$ cat config.mk
export PLATFORM = sky130hd
export DESIGN_NAME = software_timer_slot_table_core_flat
export DESIGN_NICKNAME = d
export VERILOG_FILES = /design/src/sv/stt_pkg.sv /design/src/sv/stt_if.sv /design/src/sv/software_timer_slot_table_core.sv /design/src/sv/stt_cell.sv /design/src/flat_wrapper.sv
export SDC_FILE = /design/constraint.sdc
export NUM_CORES = 2
export LEC_CHECK = 0
export BUFFER_PORTS_ARGS = -buffer_cell sky130_fd_sc_hd__buf_2
export CAP_MARGIN = 20
export CORE_MARGIN = 1
export CORE_UTILIZATION = 65
export DETAILED_ROUTE_END_ITERATION = 10
export GPL_ROUTABILITY_DRIVEN = 0
export PLACE_DENSITY_LB_ADDON = 0.25
export SKIP_CTS_REPAIR_TIMING = 1
export SYNTH_ARGS = -nofsm -noshare
export SYNTH_HDL_FRONTEND = slang
export SYNTH_SLANG_ARGS = --single-unit
$ cat constraint.sdc
create_clock -name clk -period 21.9 [get_ports clk]
set_clock_uncertainty 0.05 [all_clocks]
set_input_delay 0 -clock clk [delete_from_list [all_inputs] [get_ports clk]]
set_output_delay 0 -clock clk [all_outputs]
set_load 0.01 [all_outputs]
$ cat src/sv/stt_pkg.sv
// Shared types and codes for the software timer slot table.
// Command and result codes, field widths and the token that walks the cell row.
// No dependencies.
`default_nettype none

package stt_pkg;

    localparam int SLOT_COUNT_DEF = 8;

    localparam int CMD_W    = 3;
    localparam int OWNER_W  = 16;
    localparam int IDX_W    = 8;
    localparam int PERIOD_W = 32;
    localparam int KIND_W   = 2;
    localparam int SLOT_W   = 3;

    localparam logic [CMD_W-1:0] CMD_REGISTER   = 3'd0;
    localparam logic [CMD_W-1:0] CMD_UNREGISTER = 3'd1;
    localparam logic [CMD_W-1:0] CMD_TICK       = 3'd2;
    localparam logic [CMD_W-1:0] CMD_QUERY      = 3'd3;
    localparam logic [CMD_W-1:0] CMD_PROCESS    = 3'd4;

    localparam logic [KIND_W-1:0] KIND_ACK  = 2'd0;
    localparam logic [KIND_W-1:0] KIND_FIRE = 2'd1;
    localparam logic [KIND_W-1:0] KIND_DONE = 2'd2;

    typedef struct packed {
        logic [CMD_W-1:0]    cmd;
        logic [OWNER_W-1:0]  owner;
        logic [IDX_W-1:0]    idx;
        logic [PERIOD_W-1:0] period;
        logic                rep;
        logic                found;
        logic [SLOT_W-1:0]   slot;
        logic                run;
        logic                status;
    } tok_t;

    typedef struct packed {
        logic               fire;
        logic [OWNER_W-1:0] owner;
    } cell_fire_t;

endpackage

`default_nettype wire

$ cat src/sv/stt_if.sv
// Channel interfaces of the timer slot table: command in, result out.
// Depends on stt_pkg for field widths.
`default_nettype none

interface stt_cmd_if;
    logic                           valid;
    logic                           ready;
    logic [stt_pkg::CMD_W-1:0]      cmd;
    logic [stt_pkg::OWNER_W-1:0]    owner_id;
    logic [stt_pkg::IDX_W-1:0]      slot_index;
    logic [stt_pkg::PERIOD_W-1:0]   period;
    logic                           repeat_req;

    modport source (output valid, cmd, owner_id, slot_index, period, repeat_req,
                    input ready);
    modport sink   (input valid, cmd, owner_id, slot_index, period, repeat_req,
                    output ready);
endinterface

interface stt_res_if;
    logic                           valid;
    logic                           ready;
    logic [stt_pkg::KIND_W-1:0]     result_kind;
    logic                           status;
    logic [stt_pkg::SLOT_W-1:0]     slot_out;
    logic [stt_pkg::OWNER_W-1:0]    owner_out;
    logic                           running;
    logic                           last;

    modport source (output valid, result_kind, status, slot_out, owner_out, running, last,
                    input ready);
    modport sink   (input valid, result_kind, status, slot_out, owner_out, running, last,
                    output ready);
endinterface

`default_nettype wire

$ cat src/sv/software_timer_slot_table_core.sv
// Top level of the software timer slot table: entry register, row of slot cells
// and result register. Depends on stt_pkg, stt_if and stt_cell.
//
// Usage:
//   req carries one command per transfer (register, unregister, tick, query,
//   process). rsp carries the results: one acknowledgment for each command,
//   or for process one fire result per expired slot in slot order followed
//   by a done result; last marks the final result of a command.
//   A command enters an entry register, then its token walks the row of
//   SLOT_COUNT cells, one cell per cycle while the row moves, each cell acting on its own slot.
//   A cell that fires emits its result into the output register as the token
//   passes. The final result is loaded when the token leaves the last cell.
//   A new command is taken only once the token of the last one has left the
//   cell row; req.ready is low while a token is in flight.
//   When rsp.ready stays low while a result is held, the token keeps walking
//   until it reaches a firing cell or the row end, then holds there until the
//   output register is free.
//   Reset clears all slots (free, zero count), the row and the output valid flag.
`default_nettype none

module software_timer_slot_table_core #(
    parameter int SLOT_COUNT = stt_pkg::SLOT_COUNT_DEF
) (
    input  wire logic   clk,
    input  wire logic   rst_n,
    stt_cmd_if.sink     req,
    stt_res_if.source   rsp
);
    import stt_pkg::*;

    tok_t                     tok_chain [SLOT_COUNT+1];
    logic [SLOT_COUNT:0]      tv_chain;
    cell_fire_t               fire_vec [SLOT_COUNT];

    tok_t                     entry_reg;
    logic                     entry_valid_reg;
    tok_t                     entry_tok;

    logic                     out_valid_reg;
    logic [KIND_W-1:0]        kind_reg;
    logic                     status_reg;
    logic [SLOT_W-1:0]        slot_reg;
    logic [OWNER_W-1:0]       owner_reg;
    logic                     running_reg;
    logic                     last_reg;

    logic                     accept;
    logic                     busy;
    logic                     out_free;
    logic                     fire_any;
    logic [SLOT_W-1:0]        fire_slot;
    logic [OWNER_W-1:0]       fire_owner;
    logic                     final_valid;
    tok_t                     final_tok;
    logic                     move;
    logic                     load;
    logic                     bad_idx;

    assign busy     = entry_valid_reg || (|tv_chain);
    assign accept   = req.valid && req.ready;
    assign out_free = !out_valid_reg || rsp.ready;

    assign tok_chain[0] = entry_reg;
    assign tv_chain[0]  = entry_valid_reg;

    for (genvar i = 0; i < SLOT_COUNT; i++)
    begin : g_cell
        stt_cell #(
            .CELL_INDEX (i)
        ) u_cell (
            .clk           (clk),
            .rst_n         (rst_n),
            .move          (move),
            .tok_valid     (tv_chain[i]),
            .tok           (tok_chain[i]),
            .tok_out_valid (tv_chain[i+1]),
            .tok_out       (tok_chain[i+1]),
            .fire_req      (fire_vec[i])
        );
    end

    always_comb
    begin
        fire_any   = 1'b0;
        fire_slot  = '0;
        fire_owner = '0;
        for (int i = 0; i < SLOT_COUNT; i++)
        begin
            if (fire_vec[i].fire)
            begin
                fire_any   = 1'b1;
                fire_slot  = SLOT_W'(i);
                fire_owner = fire_vec[i].owner;
            end
        end
    end

    assign final_valid = tv_chain[SLOT_COUNT];
    assign final_tok   = tok_chain[SLOT_COUNT];
    assign move        = out_free || !(fire_any || final_valid);
    assign load        = out_free && (fire_any || final_valid);

    assign bad_idx = req.slot_index >= IDX_W'(SLOT_COUNT);

    always_comb
    begin
        entry_tok        = '0;
        entry_tok.cmd    = req.cmd;
        entry_tok.owner  = req.owner_id;
        entry_tok.idx    = req.slot_index;
        entry_tok.period = req.period;
        entry_tok.rep    = req.repeat_req;
        case (req.cmd) inside
            CMD_REGISTER, CMD_TICK, CMD_PROCESS: entry_tok.status = 1'b0;
            CMD_UNREGISTER, CMD_QUERY:           entry_tok.status = bad_idx;
            default:                             entry_tok.status = 1'b1;
        endcase
    end

    always_ff @(posedge clk or negedge rst_n)
    begin
        if (!rst_n)
        begin
            entry_valid_reg <= 1'b0;
            out_valid_reg   <= 1'b0;
        end
        else
        begin
            if (accept)
                entry_valid_reg <= 1'b1;
            else if (move)
                entry_valid_reg <= 1'b0;
            if (load)
                out_valid_reg <= 1'b1;
            else if (rsp.ready)
                out_valid_reg <= 1'b0;
        end
    end

    always_ff @(posedge clk)
    begin
        if (accept)
            entry_reg <= entry_tok;
        if (load)
        begin
            if (fire_any)
            begin
                kind_reg    <= KIND_FIRE;
                status_reg  <= 1'b0;
                slot_reg    <= fire_slot;
                owner_reg   <= fire_owner;
                running_reg <= 1'b0;
                last_reg    <= 1'b0;
            end
            else
            begin
                kind_reg    <= (final_tok.cmd == CMD_PROCESS) ? KIND_DONE : KIND_ACK;
                owner_reg   <= '0;
                last_reg    <= 1'b1;
                running_reg <= (final_tok.cmd == CMD_QUERY) && !final_tok.status
                               && final_tok.run;
                if (final_tok.cmd == CMD_REGISTER)
                begin
                    status_reg <= !final_tok.found;
                    slot_reg   <= final_tok.found ? final_tok.slot : '0;
                end
                else
                begin
                    status_reg <= final_tok.status;
                    slot_reg   <= '0;
                end
            end
        end
    end

    assign req.ready       = !busy;
    assign rsp.valid       = out_valid_reg;
    assign rsp.result_kind = kind_reg;
    assign rsp.status      = status_reg;
    assign rsp.slot_out    = slot_reg;
    assign rsp.owner_out   = owner_reg;
    assign rsp.running     = running_reg;
    assign rsp.last        = last_reg;

endmodule

`default_nettype wire

$ cat src/sv/stt_cell.sv
// One timer slot: holds its state and acts on the command token passing by.
// Hands the token to the next cell on every move. Depends on stt_pkg.
`default_nettype none

module stt_cell #(
    parameter int CELL_INDEX = 0
) (
    input  wire logic                clk,
    input  wire logic                rst_n,
    input  wire logic                move,
    input  wire logic                tok_valid,
    input  wire stt_pkg::tok_t       tok,
    output logic                     tok_out_valid,
    output stt_pkg::tok_t            tok_out,
    output stt_pkg::cell_fire_t      fire_req
);
    import stt_pkg::*;

    logic                valid_reg,  valid_next;
    logic [OWNER_W-1:0]  owner_reg,  owner_next;
    logic [PERIOD_W-1:0] period_reg, period_next;
    logic [PERIOD_W-1:0] count_reg,  count_next;
    logic                repeat_reg, repeat_next;
    logic                tv_reg;
    tok_t                tok_reg,    tok_next;
    logic                fire;

    always_comb
    begin
        valid_next  = valid_reg;
        owner_next  = owner_reg;
        period_next = period_reg;
        count_next  = count_reg;
        repeat_next = repeat_reg;
        tok_next    = tok;
        fire        = 1'b0;
        if (tok_valid)
        begin
            case (tok.cmd)
                CMD_REGISTER:
                begin
                    if (!tok.found && (!valid_reg || owner_reg == tok.owner))
                    begin
                        valid_next     = 1'b1;
                        owner_next     = tok.owner;
                        period_next    = tok.period;
                        count_next     = '0;
                        repeat_next    = tok.rep;
                        tok_next.found = 1'b1;
                        tok_next.slot  = SLOT_W'(CELL_INDEX);
                    end
                end
                CMD_UNREGISTER:
                begin
                    if (tok.idx == IDX_W'(CELL_INDEX))
                        valid_next = 1'b0;
                end
                CMD_TICK:
                begin
                    if (valid_reg && count_reg != '1)
                        count_next = count_reg + PERIOD_W'(1);
                end
                CMD_QUERY:
                begin
                    if (tok.idx == IDX_W'(CELL_INDEX))
                        tok_next.run = valid_reg && (count_reg < period_reg);
                end
                CMD_PROCESS:
                begin
                    if (valid_reg && count_reg >= period_reg)
                    begin
                        fire = 1'b1;
                        if (repeat_reg)
                            count_next = '0;
                        else
                            valid_next = 1'b0;
                    end
                end
                default: ;
            endcase
        end
    end

    always_ff @(posedge clk or negedge rst_n)
    begin
        if (!rst_n)
        begin
            valid_reg  <= 1'b0;
            owner_reg  <= '0;
            period_reg <= '0;
            count_reg  <= '0;
            repeat_reg <= 1'b0;
            tv_reg     <= 1'b0;
        end
        else if (move)
        begin
            valid_reg  <= valid_next;
            owner_reg  <= owner_next;
            period_reg <= period_next;
            count_reg  <= count_next;
            repeat_reg <= repeat_next;
            tv_reg     <= tok_valid;
        end
    end

    always_ff @(posedge clk)
    begin
        if (move)
            tok_reg <= tok_next;
    end

    assign tok_out_valid  = tv_reg;
    assign tok_out        = tok_reg;
    assign fire_req.fire  = fire;
    assign fire_req.owner = owner_reg;

endmodule

`default_nettype wire

$ cat src/flat_wrapper.sv
// flat-port wrapper written by rule: the top's interface ports become plain ports
module software_timer_slot_table_core_flat import stt_pkg::*;
#(
    parameter int SLOT_COUNT = stt_pkg::SLOT_COUNT_DEF
)
  (clk, rst_n, req_valid, req_cmd, req_owner_id, req_slot_index, req_period, req_repeat_req, req_ready, rsp_valid, rsp_result_kind, rsp_status, rsp_slot_out, rsp_owner_out, rsp_running, rsp_last, rsp_ready);
  stt_cmd_if req_i ();
  stt_res_if rsp_i ();
  input  wire logic clk;
  input  wire logic rst_n;
  input wire logic [$bits(req_i.valid)-1:0] req_valid;
  input wire logic [$bits(req_i.cmd)-1:0] req_cmd;
  input wire logic [$bits(req_i.owner_id)-1:0] req_owner_id;
  input wire logic [$bits(req_i.slot_index)-1:0] req_slot_index;
  input wire logic [$bits(req_i.period)-1:0] req_period;
  input wire logic [$bits(req_i.repeat_req)-1:0] req_repeat_req;
  output wire logic [$bits(req_i.ready)-1:0] req_ready;
  output wire logic [$bits(rsp_i.valid)-1:0] rsp_valid;
  output wire logic [$bits(rsp_i.result_kind)-1:0] rsp_result_kind;
  output wire logic [$bits(rsp_i.status)-1:0] rsp_status;
  output wire logic [$bits(rsp_i.slot_out)-1:0] rsp_slot_out;
  output wire logic [$bits(rsp_i.owner_out)-1:0] rsp_owner_out;
  output wire logic [$bits(rsp_i.running)-1:0] rsp_running;
  output wire logic [$bits(rsp_i.last)-1:0] rsp_last;
  input wire logic [$bits(rsp_i.ready)-1:0] rsp_ready;
  assign req_i.valid = req_valid;
  assign req_i.cmd = req_cmd;
  assign req_i.owner_id = req_owner_id;
  assign req_i.slot_index = req_slot_index;
  assign req_i.period = req_period;
  assign req_i.repeat_req = req_repeat_req;
  assign req_ready = req_i.ready;
  assign rsp_valid = rsp_i.valid;
  assign rsp_result_kind = rsp_i.result_kind;
  assign rsp_status = rsp_i.status;
  assign rsp_slot_out = rsp_i.slot_out;
  assign rsp_owner_out = rsp_i.owner_out;
  assign rsp_running = rsp_i.running;
  assign rsp_last = rsp_i.last;
  assign rsp_i.ready = rsp_ready;
  software_timer_slot_table_core #(.SLOT_COUNT(SLOT_COUNT)) u_core (.clk(clk), .rst_n(rst_n), .req(req_i), .rsp(rsp_i));
endmodule
==> qor.yml <==
status:
  status: "finished, final reports clean"
clock_tree:
  htree_levels: 3
  clock_sinks: 1215
  cts_buffers: 120
  clockBufferDepth: 3
  clock-root-buffer: "clkbuf_16"
  cts_tree: "yes"
  clk_pin_slew_ns: 0.06
  clk_latency_ns: 0.73
global_route:
  antenna_found_initial: 1
  grt_use_total_pct: 29.8
  grt_pass1_wl_um: 209000
  grt_max_degree: 182
  grt_pass1_vias: 38142
  gr-total-overflow: 0
yosys:
  syn_area_mm2: 0.0568
  yosysUniqueCellTypes: 83
  ys_warn_count: 0
  synth_seq_cells: 1215
  async_reset_ff_share_pct: 54.8
  synth_fp_nets: 4982
  synthCells: 4654
  synth_seq_area_share_pct: 58.3
  synth_area_per_cell_um2: 12.2
  synth_flop_cell: "dfrtp_1"
  synth_edf_count: 549
final_layout:
  drive_gt1_share_pct: 11.8
  largest_reg_flops: 464
  num-fill-cells: 5582
  area_growth_syn_to_layout_pct: 12.1
  layout.cells.most_common_list: "dfrtp_1 (666), edfxtp_1 (549), inv_1 (319)"
  layoutNonFillerInstCount: 6122
  nNetsFinal: 5186
  final_common_cell: "dfrtp_1"
timing:
  tns_ns: 0
  worstMarginPinSlew_ns: 1.28
  finalWorstSetupSlack_ns: 14.51
  report.final.slew_viol_count: 0
  min_period_over_period_pct: 33.7
  max_clock_freq_ghz: 0.135
  min_period_ns: 7.39
  rsz0062_at_grt: "false"
  setup_viol_count_final: 0
  hold_viol: 0
  slew_headroom_pct: 13.7
floorplan:
  fp-row-count: 108
  io_pins: 90
  die_h_um: 298
  core_area_mm2: 0.0868
  die-area_mm2: 0.0886
  fp.dieW_um: 298
  start_util_pct: 65.5
drt:
  drc: 0
  ant_nets: 0
  dr.pass1.iters: 7
  totalWireLength_um: 136000
  drt_iter0_markers: 4155
  wl_per_cell_um: 22.3
  vias: 39497
  vias_per_cell: 6.45
critical_path:
  critPathTopFamily: "buffers and inverters"
  critPathRequiredTime_ns: 22.44
  timing.critical_path.buf_inv: 5
  cp-endpoint: "u_core.g_cell[5].u_cell.period_reg[8]"
  r2r-start: "u_core.g_cell[2].u_cell.count_reg[13]"
  cp-end-kind: "flop"
  start_kind: "flop"
  critical-path-max-stage-delay_ns: 0.90
  slowest_stage: "buf_4"
  critical_path_peak_fanout: 181
  crit_start: "u_core.g_cell[2].u_cell.count_reg[13]"
  reg2reg_slack_ns: 14.51
  crit_type: "flop to flop"
  worst-path-stages: 16
  crit_path_frequent_cell: "buf_4"
  crit_chain: "ha_1 > a21o_1 > a21o_1 > a221oi_1 > nand3_1 > o21ai_0 > a21oi_2 > buf_4 > or4_1 > o31a_2 > inv_8 > buf_12 > buf_4 > nand2_2 > buf_4 > mux2_2"
  cp_data_arrival_time_ns: 7.92
  r2r_end: "u_core.g_cell[5].u_cell.period_reg[8]"
  reg2reg_depth: 16
job:
  drv_cap: 0
power_and_ir_drop:
  p_int_w: 0.00535
  power_frac_seq_pct: 50.6
  p_per_area_mw_per_mm2: 128
  leakage_nw: 27.2
  power_frac_comb_pct: 24.1
  clkPwrFrac_pct: 25.4
  ir_drop_v: 0.0000794
  p_sw_share_pct: 34.3
  power_switching_w: 0.00279
min_path:
  min_path_type: "input port to flop"
place:
  dpl_worst_slack_ns: 14.48
  port_buffers: 89
  place_inst: 5764
  dp_hpwl_um: 91400
-- power by group through the flow --
stage	Clock [W]	Combinational [W]	Sequential [W]
2_1_floorplan	0	0.00143	0.00378
5_1_grt	0.00217	0.00217	0.00419
6_report	0.00206	0.00196	0.00411
3_5_place_dp	0	0.00189	0.00412
3_3_place_gp	0	0.00180	0.00407
4_1_cts	0.00208	0.00192	0.00408
-- synth_stat cells, types with 19 or more instances --
library cell / instances / area (µm²)
o21ai_0: 199 / 996
and2_1: 27 / 169
nand4_1: 109 / 682
nor2b_1: 26 / 163
a21o_1: 28 / 210
or3_1: 20 / 125
xor2_1: 112 / 981
and4_1: 19 / 166
a211oi_1: 27 / 203
mux2_1: 196 / 2210
a21oi_1: 169 / 846
o21a_1: 34 / 255
o41ai_1: 68 / 596
nand3_1: 121 / 606
nand2b_1: 45 / 282
nor2_1: 215 / 807
nor4_1: 90 / 563
a31oi_1: 92 / 576
and3_1: 99 / 619
a221o_1: 29 / 290
dfrtp_1: 666 / 16700
inv_1: 319 / 1200
a22oi_1: 23 / 173
o31ai_1: 191 / 1430
ha_1: 264 / 3300
a41oi_1: 21 / 184
nor3_1: 51 / 255
buf_6: 22 / 248
mux2_2: 196 / 2210
clkbuf_1: 125 / 469
buf_1: 22 / 82.6
edfxtp_1: 549 / 16500
nand2_1: 270 / 1010
-- layout make-up --
| cell class | count | area, µm² | area share [%] |
|---|---|---|---|
| Tap cell | 1155 | 1450 | 2.27 |
| Antenna cell | 1 | 2.50 | 0.00393 |
| Inverter | 320 | 1210 | 1.90 |
| Sequential cell | 1215 | 33200 | 52.0 |
| Clock buffer | 173 | 3410 | 5.35 |
| Multi-Input combinational cell | 2931 | 21700 | 34.0 |
| Clock inverter | 57 | 578 | 0.907 |
| Timing Repair Buffer | 270 | 2250 | 3.53 |
-- routing by layer --
layer | vias up | track usage [%] | wire length [µm]
li1 | 17908 | - | -
met1 | 19550 | 39.5 | 54700
met2 | 1654 | 49.3 | 66500
met3 | 385 | 3.72 | 7990
met4 | 0 | 13.8 | 7180
met5 | - | 0 | 0
-- how the worst min path moves through the flow --
| stage | start | end | slack, ns | cells after the start |
|---|---|---|---|---|
| 6_report | req_owner_id[10] | u_core.entry_reg[57] | 0.004 | 2 |
| 5_1_grt | req_owner_id[10] | u_core.entry_reg[57] | -0.007 | 2 |
| 4_1_cts | rst_n | u_core.g_cell[5].u_cell.count_reg[3] | -0.68 | 1 |
| 3_5_place_dp | rst_n | u_core.g_cell[5].u_cell.count_reg[3] | 0.07 | 1 |
| 3_3_place_gp | rst_n | u_core.g_cell[5].u_cell.count_reg[3] | 0.07 | 1 |
| 2_1_floorplan | rst_n | u_core.entry_valid_reg | -0.35 | 0 |
-- metrics by stage --
step	power [W]	instance area (µm²)	hold slack, ns	util [%]
final	0.00813	63700	0.00384	73.4
after CTS	0.00808	62400	-0.678	71.9
after detailed placement	0.00601	58400	0.0659	67.3
after global routing	0.00854	63700	-0.00691	73.4
after floorplan	0.00521	56800	-0.346	-
after global placement	0.00588	58300	0.0739	67.2
-- worst reg2reg max path: stages, from the launching register on --
cell	delay (ns)
dfrtp_1	0.44
ha_1	0.33
a21o_1	0.19
a21o_1	0.17
a221oi_1	0.31
nand3_1	0.28
o21ai_0	0.37
a21oi_2	0.13
buf_4	0.28
or4_1	0.72
o31a_2	0.41
inv_8	0.54
buf_12	0.72
buf_4	0.99
nand2_2	0.52
buf_4	0.43
mux2_2	0.38
-- cells by family after synthesis --
kind of cell	count (synthesis)	share of synthesized area (%)
DFF	1215	58.3
xor gates and xnor gates	129	1.99
adders and majority gates	264	5.81
muxes	403	7.96
and+or+nand+nor	1145	10.4
buffers and inverters	508	3.69
AOI/OAI and AO/OA	990	11.8
No activity file was read; power rests on OpenSTA's default activity.
